### config.mk
export PLATFORM = sky130hd
export DESIGN_NAME = button_debounce_hold_detector_top
export DESIGN_NICKNAME = d
export VERILOG_FILES = /design/src/rtl/bdh_pkg.sv /design/src/rtl/bdh_core.sv /design/src/rtl/button_debounce_hold_detector_top.sv
export SDC_FILE = /design/constraint.sdc
export NUM_CORES = 1
export LEC_CHECK = 0
export BUFFER_PORTS_ARGS = -buffer_cell sky130_fd_sc_hd__buf_4
export CAP_MARGIN = 5
export CORE_ASPECT_RATIO = 0.9
export CORE_UTILIZATION = 60
export CTS_BUF_LIST = sky130_fd_sc_hd__clkbuf_16
export DETAILED_ROUTE_END_ITERATION = 8
export PLACE_DENSITY = 0.88
export SETUP_SLACK_MARGIN = 0.4
export SYNTH_ARGS = -nofsm -noshare
export SYNTH_HDL_FRONTEND = slang
export SYNTH_SLANG_ARGS = --single-unit
### constraint.sdc
create_clock -name i_clk -period 10.4 [get_ports i_clk]
set_input_delay 1.04 -clock i_clk [delete_from_list [all_inputs] [get_ports i_clk]]
set_output_delay 1.04 -clock i_clk [all_outputs]
set_load 0.02 [all_outputs]
### src/rtl/bdh_pkg.sv
// ----------------------------------------------------------------------------
// bdh_pkg
// Shared types and codes for the button debounce and hold detector.
// ----------------------------------------------------------------------------
package bdh_pkg;

    localparam int CNT_W = 16;
    localparam int OP_W  = 2;

    localparam logic [CNT_W-1:0] CNT_MAX        = {CNT_W{1'b1}};
    localparam logic [CNT_W-1:0] DEBOUNCE_RESET = CNT_W'(5);
    localparam logic [CNT_W-1:0] HOLD_RESET     = CNT_W'(100);

    // operation codes
    localparam logic [OP_W-1:0] OP_TICK  = 2'd0;
    localparam logic [OP_W-1:0] OP_READ  = 2'd1;
    localparam logic [OP_W-1:0] OP_FORCE = 2'd2;

    // configuration register indexes
    localparam logic CFG_DEBOUNCE = 1'b0;
    localparam logic CFG_HOLD     = 1'b1;

    typedef enum logic [1:0] {
        ST_IDLE     = 2'd0,
        ST_PRESSED  = 2'd1,
        ST_HELD     = 2'd2,
        ST_RELEASED = 2'd3
    } t_state;

    typedef struct packed {
        logic [OP_W-1:0] op;
        logic            pin;
        logic [1:0]      forced;
    } t_item;

endpackage

### src/rtl/bdh_core.sv
// ----------------------------------------------------------------------------
// bdh_core
// Press state and tick counter; applies one word per step.
// ----------------------------------------------------------------------------
module bdh_core (
    input  logic                     i_clk,
    input  logic                     i_rst_n,
    input  logic                     i_step,
    input  bdh_pkg::t_item           i_item,
    input  logic [bdh_pkg::CNT_W-1:0] i_debounce,
    input  logic [bdh_pkg::CNT_W-1:0] i_hold,
    output bdh_pkg::t_state          o_report
);

    bdh_pkg::t_state             r_state, n_state;
    logic [bdh_pkg::CNT_W-1:0]   r_count, n_count;
    logic [bdh_pkg::CNT_W-1:0]   clamped;

    always_ff @(posedge i_clk) begin
        if (!i_rst_n) begin
            r_state <= bdh_pkg::ST_IDLE;
            r_count <= '0;
        end else if (i_step) begin
            r_state <= n_state;
            r_count <= n_count;
        end
    end

    always_comb begin
        n_state  = r_state;
        n_count  = r_count;
        clamped  = (r_count > i_debounce) ? i_debounce : r_count;
        o_report = r_state;
        case (i_item.op)
            bdh_pkg::OP_TICK: begin
                if (r_state == bdh_pkg::ST_IDLE || r_state == bdh_pkg::ST_RELEASED) begin
                    if (i_item.pin) begin
                        if (r_count != bdh_pkg::CNT_MAX) n_count = r_count + 1'b1;
                    end else begin
                        n_count = '0;
                    end
                    if (n_count >= i_debounce) n_state = bdh_pkg::ST_PRESSED;
                end else begin
                    if (i_item.pin) begin
                        if (r_count < i_hold) n_count = r_count + 1'b1;
                    end else begin
                        n_count = (clamped != '0) ? clamped - 1'b1 : clamped;
                    end
                    if (n_count == i_hold) n_state = bdh_pkg::ST_HELD;
                    // release wins over hold
                    if (n_count == '0)     n_state = bdh_pkg::ST_RELEASED;
                end
                o_report = n_state;
            end
            bdh_pkg::OP_READ: begin
                if (r_state == bdh_pkg::ST_RELEASED) n_state = bdh_pkg::ST_IDLE;
            end
            bdh_pkg::OP_FORCE: begin
                n_state  = bdh_pkg::t_state'(i_item.forced);
                n_count  = '0;
                o_report = n_state;
            end
            default: ;  // unused code: no change
        endcase
    end

endmodule

### src/rtl/button_debounce_hold_detector_top.sv
// ----------------------------------------------------------------------------
// button_debounce_hold_detector_top
// Button debouncer with long-press detection behind valid/stall channels.
// ----------------------------------------------------------------------------
// Every input word gives exactly one status word, in order. A word is taken
// into an input register and applied to the press state as it moves on into
// an output register, where its status lands. One word per cycle is
// sustained: the input stalls only while both registers are full and the
// output is stalled. Configuration (debounce and hold times) is written
// through the plain write port; the user must do so while no word is in
// flight, as the block itself does not enforce it.
module button_debounce_hold_detector_top (
    input  logic                      i_clk,
    input  logic                      i_rst_n,
    // input words
    input  logic                      i_in_valid,
    output logic                      o_in_stall,
    input  logic [bdh_pkg::OP_W-1:0]  i_operation,
    input  logic                      i_pin_pressed,
    input  logic [1:0]                i_forced_state,
    // status words
    output logic                      o_out_valid,
    input  logic                      i_out_stall,
    output logic [1:0]                o_button_status,
    // configuration
    input  logic                      i_cfg_we,
    input  logic                      i_cfg_index,
    input  logic [bdh_pkg::CNT_W-1:0] i_cfg_data
);

    logic                      r_in_valid;
    bdh_pkg::t_item            r_item;
    logic                      r_out_valid;
    bdh_pkg::t_state           r_status;
    logic [bdh_pkg::CNT_W-1:0] r_debounce;
    logic [bdh_pkg::CNT_W-1:0] r_hold;

    bdh_pkg::t_state           report;
    logic                      advance;   // input register moves to output
    logic                      take;      // new word accepted

    // output register free or being emptied this cycle
    assign advance    = r_in_valid && (!r_out_valid || !i_out_stall);
    assign o_in_stall = r_in_valid && r_out_valid && i_out_stall;
    assign take       = i_in_valid && !o_in_stall;

    // configuration registers
    always_ff @(posedge i_clk) begin
        if (!i_rst_n) begin
            r_debounce <= bdh_pkg::DEBOUNCE_RESET;
            r_hold     <= bdh_pkg::HOLD_RESET;
        end else if (i_cfg_we) begin
            unique case (i_cfg_index)
                bdh_pkg::CFG_DEBOUNCE: r_debounce <= i_cfg_data;
                bdh_pkg::CFG_HOLD:     r_hold     <= i_cfg_data;
                default: ;
            endcase
        end
    end

    // input register
    always_ff @(posedge i_clk) begin
        if (!i_rst_n) begin
            r_in_valid <= 1'b0;
        end else if (!r_in_valid || advance) begin
            r_in_valid <= i_in_valid;
        end
    end

    always_ff @(posedge i_clk) begin
        if (take) begin
            r_item.op     <= i_operation;
            r_item.pin    <= i_pin_pressed;
            r_item.forced <= i_forced_state;
        end
    end

    // state update happens as the word leaves the input register
    bdh_core u_core (
        .i_clk      (i_clk),
        .i_rst_n    (i_rst_n),
        .i_step     (advance),
        .i_item     (r_item),
        .i_debounce (r_debounce),
        .i_hold     (r_hold),
        .o_report   (report)
    );

    // output register
    always_ff @(posedge i_clk) begin
        if (!i_rst_n) begin
            r_out_valid <= 1'b0;
        end else if (advance) begin
            r_out_valid <= 1'b1;
        end else if (!i_out_stall) begin
            r_out_valid <= 1'b0;
        end
    end

    always_ff @(posedge i_clk) begin
        if (advance) begin
            r_status <= report;
        end
    end

    assign o_out_valid     = r_out_valid;
    assign o_button_status = r_status;

endmodule

==> results_dict.tcl, run 1 <==
set metrics [dict create \
    cpMaxStageDelayCell "dfxtp_1" \
    synth_area_per_cell_um2 7.69 \
    cts_tree "yes" \
    io_pins 31 \
    post-dp-hpwl_um 15600 \
    grt_first_pass_wirelength_um 33000 \
    path_buf_inv 0 \
    setup_viol 0 \
    critical-path-top-delay-family "simple AND/OR/NAND/NOR gates" \
    dpl_worst_slack_ns 3.84 \
    crit_fanout 20 \
    ys_types 76 \
    design.core.area_mm2 0.00974 \
    syn_nets 870 \
    synth_top_flop_cell "dfxtp_1" \
    async_reset_ff_frac 0 \
    p_per_area_mw_per_mm2 116 \
    rows 34 \
    cts-htree-levels 3 \
    grt.total_usage 0.415 \
    fin_skew_ns 0.00524 \
    worst_pin_slew_ns 1.26 \
    outcome "finished clean" \
    clk_latency_ns 0.34 \
    gp_congestion 1.01 \
    drtIter0Drc 887 \
    power_mw 0.766 \
    arrival_ns 6.84 \
    place_area_mm2 0.00630 \
    grt_pass1_vias 5826 \
    rsz0062_at_grt "false" \
    grt_overflow 0 \
    yosysSeqAreaShare 0.206 \
    cts_hold_buf 0 \
    finalWorstSetupSlack_ns 3.65 \
    io_buffers 30 \
    firstDrtPassIters 5 \
    post-cts-setup-buffers 0 \
    viasPerCell 6.84 \
    max-slew-margin-rel 0.160 \
    leakage_nw 2.65 \
    drcViolationCount 0 \
    max_stage_delay_ns 0.64 \
    crit_required_ns 10.48 \
    cts_sinks 59 \
    final_cells 923 \
    ir_drop_mv 0.149 \
    synth_top_area_cell "dfxtp_1" \
    ys_ff_latch 59 \
    synth_top_area_share 0.172 \
    netlist_instances 789 \
    fp.dieH_um 97.4 \
    vias 6313 \
    initial_core_util 0.623 \
    fmax_mhz 148 \
    yosys_warnings 0 \
    syn_area_mm2 0.00607 \
    chipWidth_um 108 \
    numCtsBuffers 9 \
    fin_setup_tns_ns 0 \
    syn_to_final_growth_pct 9.20 \
    crit_path_start_kind "flip-flop" \
    min_period_over_period 0.649 \
    post_drt_wl_per_cell_um 22.8 \
    report.final.slew_viol_count 0 \
    cts.clk_slew.worst_paths_ns 0.06 \
    crit_chain "ha_1 > nand4_2 > nor4_2 > nand2_1 > a31o_1 > nor3_2 > ha_1 > nor4b_1 > and4_1 > nand2_1 > nor4_1 > a221oi_4 > xnor2_1 > mux2_4 > a211oi_2 > o2111ai_1 > or4_4 > o31ai_1 > a22oi_1" \
    max_cap_viol_count 0 \
    critPathCaptureType "flip-flop" \
    hold_viol_final 0 \
    finalNetCount 873 \
    synthTopCellsByArea "dfxtp_1 17%, ha_1 11%, nand2_1 6.2%, xnor2_1 5.9%, a21boi_0 4.0%" \
    n_antenna_cell 0 \
    cts_buffer_depth 2 \
    fin_crit_ns 6.75 \
    dpl.cell_count 907 \
    ctsRootBufferMaster "clkbuf_16" \
    drive_gt1_frac 0.118 \
    drt-total-wl_um 21100 \
    ctsResizeCount 0 \
    grt_max_degree 55 \
    hold_class "reg -> reg" \
    antenna_found_initial 0 \
    fin_area_mm2 0.00663 \
    antenna_left 0 \
    synth-edff-count 7 \
    dieArea_mm2 0.0105 \
    critPathKind "reg -> reg" \
]
## path summary, 6_finish.rpt
| path | from | end | slack (ns) | cells past startpoint |
|---|---|---|---|---|
| max | u_core.r_count[15] | o_button_status[0] | 3.65 | 19 |
| min | r_hold[13] | r_hold[13] | 0.47 | 2 |
| max reg2reg | u_core.r_count[15] | o_button_status[0] | 3.65 | 19 |
| min reg2reg | r_hold[13] | r_hold[13] | 0.47 | 2 |
## routing by layer
layer / wire length, um / GRT usage / up-vias
met3: 2830 / 0.102 / 62
li1: - / - / 2895
met2: 8820 / 0.604 / 430
met4: 695 / 0.140 / 0
met1: 8710 / 0.591 / 2926
met5: 0 / 0 / -
## layout make-up
type                       count  area [um^2]
clock buffer                   9          225
clock inverter                 7         98.8
fill                         817         3120
inverter                      42          158
multi-input combinational    637         4410
sequential                    59         1250
tap                          126          158
timing repair buffer          43          323
## stage by stage
stage | hold WS [ns] | utilization
floorplan | 0.443 | -
global placement | 0.456 | 0.647
detailed placement | 0.458 | 0.647
CTS | 0.466 | 0.680
global route | 0.498 | 0.680
finish | 0.468 | 0.680
## worst register-to-register path, delay by kind of cell, from the launching register on
kind / cells / cell delay, ns
mux: 1 / 0.33
fa+ha+maj: 2 / 0.56
compound gates: 6 / 1.38
flops: 1 / 0.64
simple gates: 9 / 3.31
xor+xnor: 1 / 0.27
## cell usage after synthesis, types with 13 or more instances
cell type,count
clkbuf_1,33
ha_1,54
a21oi_1,38
dfxtp_1,52
nand2_1,101
inv_1,42
nor3_1,24
nor4_1,23
nor2_1,44
a21boi_0,32
xnor2_1,41
nor2b_1,14
nand4_1,16
o211ai_1,14
o21ai_0,28
nand3_1,21
a21o_1,13
## registers in the layout (all words and copies together) (netlist names)
name / count
r_item: 5
o_out_valid: 1
r_in_valid: 1
r_hold: 16
o_button_status: 2
u_core.r_count: 16
u_core.r_state: 2
r_debounce: 16
## layout by cell type, fill, tap and decap left out, drive strengths merged, types with 8 or more instances in the layout
master / Yosys / layout
mux2i: 12 / 12
nand2: 101 / 101
xnor2: 41 / 41
and2: 11 / 11
o21ai: 32 / 32
nor4: 25 / 25
nand3: 22 / 22
nor2b: 14 / 14
nor3: 27 / 27
clkbuf: 37 / 9
nor2: 46 / 46
a21o: 13 / 13
buf: 14 / 43
and3: 14 / 14
o211ai: 15 / 15
a21oi: 38 / 38
a21boi: 32 / 32
dfxtp: 52 / 52
nand4: 17 / 17
ha: 54 / 54
a22oi: 12 / 12
xor2: 8 / 8
mux2: 8 / 8
inv: 42 / 44
## where the power goes
group | switching, mW | internal, mW | total, mW
sequential | 0.0108 | 0.240 | 0.251
combinational | 0.111 | 0.0694 | 0.180
clock | 0.124 | 0.211 | 0.336
## logic make-up after synthesis
family	share of synthesized area
muxes	0.0353
buffers and inverters	0.0666
AOI/OAI and AO/OA	0.237
and+or+nand+nor	0.273
DFF	0.206
xor gates and xnor gates	0.0707
adders and majority gates	0.111
No activity file was read; power rests on OpenSTA's default activity.
==> run 2, diff against run 1 <==
--- a/config.mk
+++ b/config.mk
@@ -5,10 +5,11 @@
 export SDC_FILE = /design/constraint.sdc
 export NUM_CORES = 1
 export LEC_CHECK = 0
+export ABC_AREA = 1
 export BUFFER_PORTS_ARGS = -buffer_cell sky130_fd_sc_hd__buf_4
 export CAP_MARGIN = 5
 export CORE_ASPECT_RATIO = 0.9
-export CORE_UTILIZATION = 60
+export CORE_UTILIZATION = 57
 export CTS_BUF_LIST = sky130_fd_sc_hd__clkbuf_16
 export DETAILED_ROUTE_END_ITERATION = 8
 export PLACE_DENSITY = 0.88
==> constraint.sdc (replaced) <==
create_clock -name i_clk -period 5.7 [get_ports i_clk]
set_input_delay 0.57 -clock i_clk [delete_from_list [all_inputs] [get_ports i_clk]]
set_output_delay 0.57 -clock i_clk [all_outputs]
set_load 0.02 [all_outputs]
==> run 2 against run 1 <==
- power up 75%
- maximum frequency up 40%
- via count down 6.6%
- largest cell class unchanged
- area after synthesis down 12%
- combinational power up 98%
- utilization down 3.4 points
- register-to-register slack worse by 2.8 ns
- design area down 11%
- worst hold slack worse by 0.056 ns
- highest routed layer unchanged
- sequential cell count unchanged
- clock skew about the same
- die area down 7.7%
==> results_dict.tcl, run 2 <==
set metrics [dict create \
    outcome "finished clean" \
    synth_top_family_by_area "simple AND/OR/NAND/NOR gates" \
    io_pins 31 \
    cpMaxStageDelayCell "nor3_1" \
    dpl.cell_count 981 \
    initial_core_util 0.585 \
    syn_to_final_growth_pct 10.4 \
    synthTopCellsByArea "dfxtp_1 20%, nand2_1 16%, ha_1 13%, a21oi_1 10%, nand3_1 7.3%" \
    syn_nets 937 \
    synth_top_area_cell "dfxtp_1" \
    max_stage_delay_ns 0.44 \
    synth_top_flop_cell "dfxtp_1" \
    max_cap_viol_count 0 \
    cts_tree "yes" \
    grt_first_pass_wirelength_um 25700 \
    grt_overflow 0 \
    drtIter0Drc 653 \
    synth_area_per_cell_um2 6.21 \
    min_period_over_period 0.848 \
    post-dp-hpwl_um 12000 \
    clk_latency_ns 0.34 \
    dieArea_mm2 0.00971 \
    fin_skew_ns 0.00516 \
    netlist_instances 856 \
    numCtsBuffers 9 \
    io_buffers 30 \
    crit_fanout 5 \
    top_regs "r_debounce: 16 flops, r_hold: 16 flops, u_core.r_count: 16 flops" \
    ctsResizeCount 0 \
    p_per_area_mw_per_mm2 228 \
    fin_crit_ns 4.83 \
    antenna_found_initial 0 \
    chipWidth_um 104 \
    cts_hold_buf 0 \
    n_antenna_cell 0 \
    critPathKind "reg -> reg" \
    gp_congestion 0.979 \
    crit_required_ns 5.78 \
    fillers 827 \
    critPathCaptureType "flip-flop" \
    ir_drop_mv 0.144 \
    grtUsageMet3 0.0892 \
    arrival_ns 4.91 \
    crit_path_start_kind "flip-flop" \
    leakage_nw 2.85 \
    final_cells 996 \
    yosys_warnings 0 \
    cts-htree-levels 3 \
    async_reset_ff_frac 0 \
    yosysSeqAreaShare 0.235 \
    worst_pin_slew_ns 1.09 \
    ctsRootBufferMaster "clkbuf_16" \
    grt-busiest-layer "met2" \
    synthMuxAreaShare 0 \
    cts.clk_slew.worst_paths_ns 0.06 \
    critPathMostFrequentCell "nand2_1" \
    final_common_cell "nand2_1" \
    grt_pass1_vias 5220 \
    layout_common_cells "232 x nand2_1, 108 x a21oi_1, 102 x inv_1" \
    synthTopCellsByCount "232 x nand2_1, 108 x a21oi_1, 102 x inv_1" \
    fin_setup_tns_ns 0 \
    setup_viol 0 \
    drcViolationCount 0 \
    grt.total_usage 0.337 \
    syn_area_mm2 0.00531 \
    hold_viol_final 0 \
    max-slew-margin-rel 0.276 \
    fmax_mhz 207 \
    drt-total-wl_um 15900 \
    post-cts-setup-buffers 0 \
    drive_gt1_frac 0.0858 \
    yosys.area_share.adder 0.127 \
    finalNetCount 951 \
    firstDrtPassIters 6 \
    cts_sinks 59 \
    synth-edff-count 7 \
    ys_ff_latch 59 \
    synth_top_area_share 0.196 \
    hold_class "in -> reg" \
    rows 33 \
    design.core.area_mm2 0.00908 \
    fp.dieH_um 93.6 \
    utilization 0.646 \
    ys_types 35 \
    synth-simple-area-share 0.315 \
    grt.met2_usage 0.508 \
    synthMostInstantiatedCell "nand2_1" \
    grt_max_degree 41 \
    synth_compound_area_frac 0.201 \
    finalWorstSetupSlack_ns 0.869 \
    dpl_worst_slack_ns 1.04 \
    rsz0062_at_grt "false" \
    grt_use_met1 0.444 \
    vias 5898 \
    antenna_left 0 \
    cts_buffer_depth 2 \
    report.final.slew_viol_count 0 \
    viasPerCell 5.92 \
    synth-xor-area-share 0.0214 \
    post_drt_wl_per_cell_um 16.0 \
]
[run 2: routing by layer]
layer,wire [um],vias to the layer above
li1,-,2856
met2,6610,395
met3,2000,61
met1,6610,2586
met4,697,0
met5,0,-
[run 2: cell type report]
type	instances	area (um^2)	area share
multi-input cells	661	3530	0.602
repair buffers	33	248	0.0422
well taps	122	153	0.0260
clock inverters	5	33.8	0.00576
clock buffers	10	250	0.0427
flip-flops and latches	59	1250	0.213
inverters	106	398	0.0678
[run 2: stage by stage]
step | power (mW) | instance area (um^2) | hold slack [ns]
3_5_place_dp | 0.807 | 5580 | 0.502
5_1_grt | 1.40 | 5860 | 0.407
3_3_place_gp | 0.801 | 5580 | 0.496
2_1_floorplan | 0.715 | 5310 | 0.460
4_1_cts | 1.33 | 5860 | 0.410
6_report | 1.34 | 5860 | 0.412
[run 2: where the power goes]
group / switching, mW / internal, mW
Sequential: 0.0156 / 0.442
Clock: 0.205 / 0.319
Combinational: 0.242 / 0.114
[run 2: path summary, 6_finish.rpt]
path | slack [ns] | cells after the start | end | start
max | 0.87 | 30 | o_button_status[0] | u_core.r_count[1]
min | 0.41 | 1 | r_item[3] | i_operation[0]
max reg2reg | 0.87 | 30 | o_button_status[0] | u_core.r_count[1]
min reg2reg | 0.51 | 2 | o_out_valid | o_out_valid
[run 2: critical path, delay by kind of cell, from the launching register on]
kind	cells	cell delay, ns
compound gates	10	1.55
fa+ha+maj	2	0.54
buf+inv	2	0.15
flops	1	0.42
simple gates	16	1.89
[run 2: cell families after synthesis]
| group | after synthesis |
|---|---|
| xor gates and xnor gates | 13 |
| and+or+nand+nor | 392 |
| adders and majority gates | 54 |
| DFF | 59 |
| buffers and inverters | 136 |
| AOI/OAI and AO/OA | 202 |
==> run 3, diff against run 2 <==
--- a/config.mk
+++ b/config.mk
@@ -9,10 +9,10 @@
 export BUFFER_PORTS_ARGS = -buffer_cell sky130_fd_sc_hd__buf_4
 export CAP_MARGIN = 5
 export CORE_ASPECT_RATIO = 0.9
-export CORE_UTILIZATION = 57
+export CORE_UTILIZATION = 60
 export CTS_BUF_LIST = sky130_fd_sc_hd__clkbuf_16
 export DETAILED_ROUTE_END_ITERATION = 8
-export PLACE_DENSITY = 0.88
+export PLACE_DENSITY = 0.89
 export SETUP_SLACK_MARGIN = 0.4
 export SYNTH_ARGS = -nofsm -noshare
 export SYNTH_HDL_FRONTEND = slang
==> constraint.sdc (replaced) <==
create_clock -name i_clk -period 4.6 [get_ports i_clk]
set_input_delay 0.46 -clock i_clk [delete_from_list [all_inputs] [get_ports i_clk]]
set_output_delay 0.46 -clock i_clk [all_outputs]
set_load 0.02 [all_outputs]
==> run 3 against run 2 <==
- sequential cell count unchanged
- sequential share of layout area decreased by 0.84 points
- register-to-register slack got worse by 0.35 ns
- non-clock buffer count is 19 higher
- first-iteration DRC count grew 15%
- via count up 3.1%
- clock-buffer cell count is the same
- sequential power up 24%
- critical endpoint unchanged
==> results_dict.tcl, run 3 (synthesis results as in run 2) <==
set metrics [dict create \
    crit_path_start_kind "flip-flop" \
    dpl.cell_count 988 \
    hold_class "in -> reg" \
    power_mw 1.73 \
    viasPerCell 6.00 \
    clk_latency_ns 0.34 \
    finalWorstSetupSlack_ns 0.523 \
    dieArea_mm2 0.00924 \
    max-slew-margin-rel 0.326 \
    cts_hold_buf 0 \
    fin_skew_ns 0.00690 \
    antenna_left 0 \
    hold_viol_final 0 \
    drtIter0Drc 748 \
    firstDrtPassIters 7 \
    grt_pass1_vias 5370 \
    crit_required_ns 4.69 \
    design.core.area_mm2 0.00857 \
    cts_buffer_depth 2 \
    cts.clk_slew.worst_paths_ns 0.06 \
    final_common_cell "nand2_1" \
    fp.dieH_um 91.3 \
    report.final.slew_viol_count 0 \
    p_per_area_mw_per_mm2 281 \
    place_area_mm2 0.00565 \
    fmax_mhz 245 \
    finalNetCount 970 \
    setup_viol 0 \
    fin_crit_ns 4.08 \
    final_cells 1013 \
    min_period_over_period 0.886 \
    cts_sinks 59 \
    critPathMostFrequentCell "nand2_1" \
    utilization 0.718 \
    leakage_nw 2.99 \
    layout_common_cells "226 x nand2_1, 103 x a21oi_1, 103 x inv_1" \
    n_antenna_cell 0 \
    cts-htree-levels 3 \
    grt_overflow 0 \
    io_pins 31 \
    ir_drop_mv 0.222 \
    drcViolationCount 0 \
    chipWidth_um 101 \
    io_buffers 30 \
    top_regs "r_debounce: 16 flops, r_hold: 16 flops, u_core.r_count: 16 flops" \
    gp_congestion 1.01 \
    drt-total-wl_um 17000 \
    antenna_found_initial 0 \
    fin_area_mm2 0.00615 \
    max_cap_viol_count 0 \
    cpMaxStageDelayCell "dfxtp_1" \
    numCtsBuffers 9 \
    critPathCaptureType "flip-flop" \
    crit_fanout 14 \
    worst_pin_slew_ns 1.01 \
    initial_core_util 0.620 \
    rsz0062_at_grt "true" \
    outcome "finished clean" \
    vias 6079 \
    dpl_worst_slack_ns 0.365 \
    cts_tree "yes" \
    grt.total_usage 0.367 \
    critPathKind "reg -> reg" \
    rows 32 \
    ctsRootBufferMaster "clkbuf_16" \
    post-dp-hpwl_um 12000 \
    fin_setup_tns_ns 0 \
    max_stage_delay_ns 0.36 \
    grt_first_pass_wirelength_um 26300 \
    syn_to_final_growth_pct 15.8 \
    drive_gt1_frac 0.135 \
    grt_max_degree 41 \
    post_drt_wl_per_cell_um 16.8 \
    arrival_ns 4.17 \
    timing.hold.ws_ns 0.294 \
]
==> run 3: changes by cell type in the layout (fill, tap and decap cells not counted), moves of 3 or more <==
| cell | change |
|---|---|
| buf_4 | +19 |
| a21oi_2 | +5 |
| nand2_1 | -6 |
| a21oi_1 | -5 |
| dfxtp_1 | -4 |
| o21ai_0 | -3 |
| nor2_1 | -5 |
| nor2_4 | +3 |
| nand2_2 | +5 |
==> run 3: final timing paths <==
check                  from            endpoint  slack (ns)  cells past startpoint
max           r_debounce[9]  o_button_status[0]        0.52                     26
min          i_operation[1]           r_item[4]        0.29                      1
max reg2reg   r_debounce[9]  o_button_status[0]        0.52                     26
min reg2reg       r_hold[1]           r_hold[1]        0.51                      2
==> run 3: worst max-delay path, delay by kind of cell, from the launching register on <==
family,cells,cell delay [ns]
buf+inv,2,0.33
fa+ha+maj,1,0.33
flops,1,0.36
simple gates,23,2.79
==> run 3: per-layer routing <==
layer | part of all wire | vias up | track usage
li1 | - | 2900 | -
met1 | 0.41 | 2656 | 0.505
met2 | 0.42 | 430 | 0.556
met3 | 0.12 | 93 | 0.0570
met4 | 0.048 | 0 | 0.174
met5 | 0 | - | 0
==> run 3: timing repair <==
item,in CTS,in global routing
gates resized for setup,1,40
setup buffers,0,9
pin swaps,0,16
setup endpoints to repair,2,4
==> run 3: power breakdown <==
part / switching [mW] / internal, mW
registers: 0.0183 / 0.547
clock network: 0.252 / 0.446
logic: 0.315 / 0.151
==> run 3: layout make-up <==
cell class                 count  area, um^2
clock buffer                  10         250
clock inverter                 6        55.1
fill                         726        2410
inverter                     106         398
multi-input combinational    661        3650
sequential                    59        1260
tap                          119         149
timing repair buffer          52         390
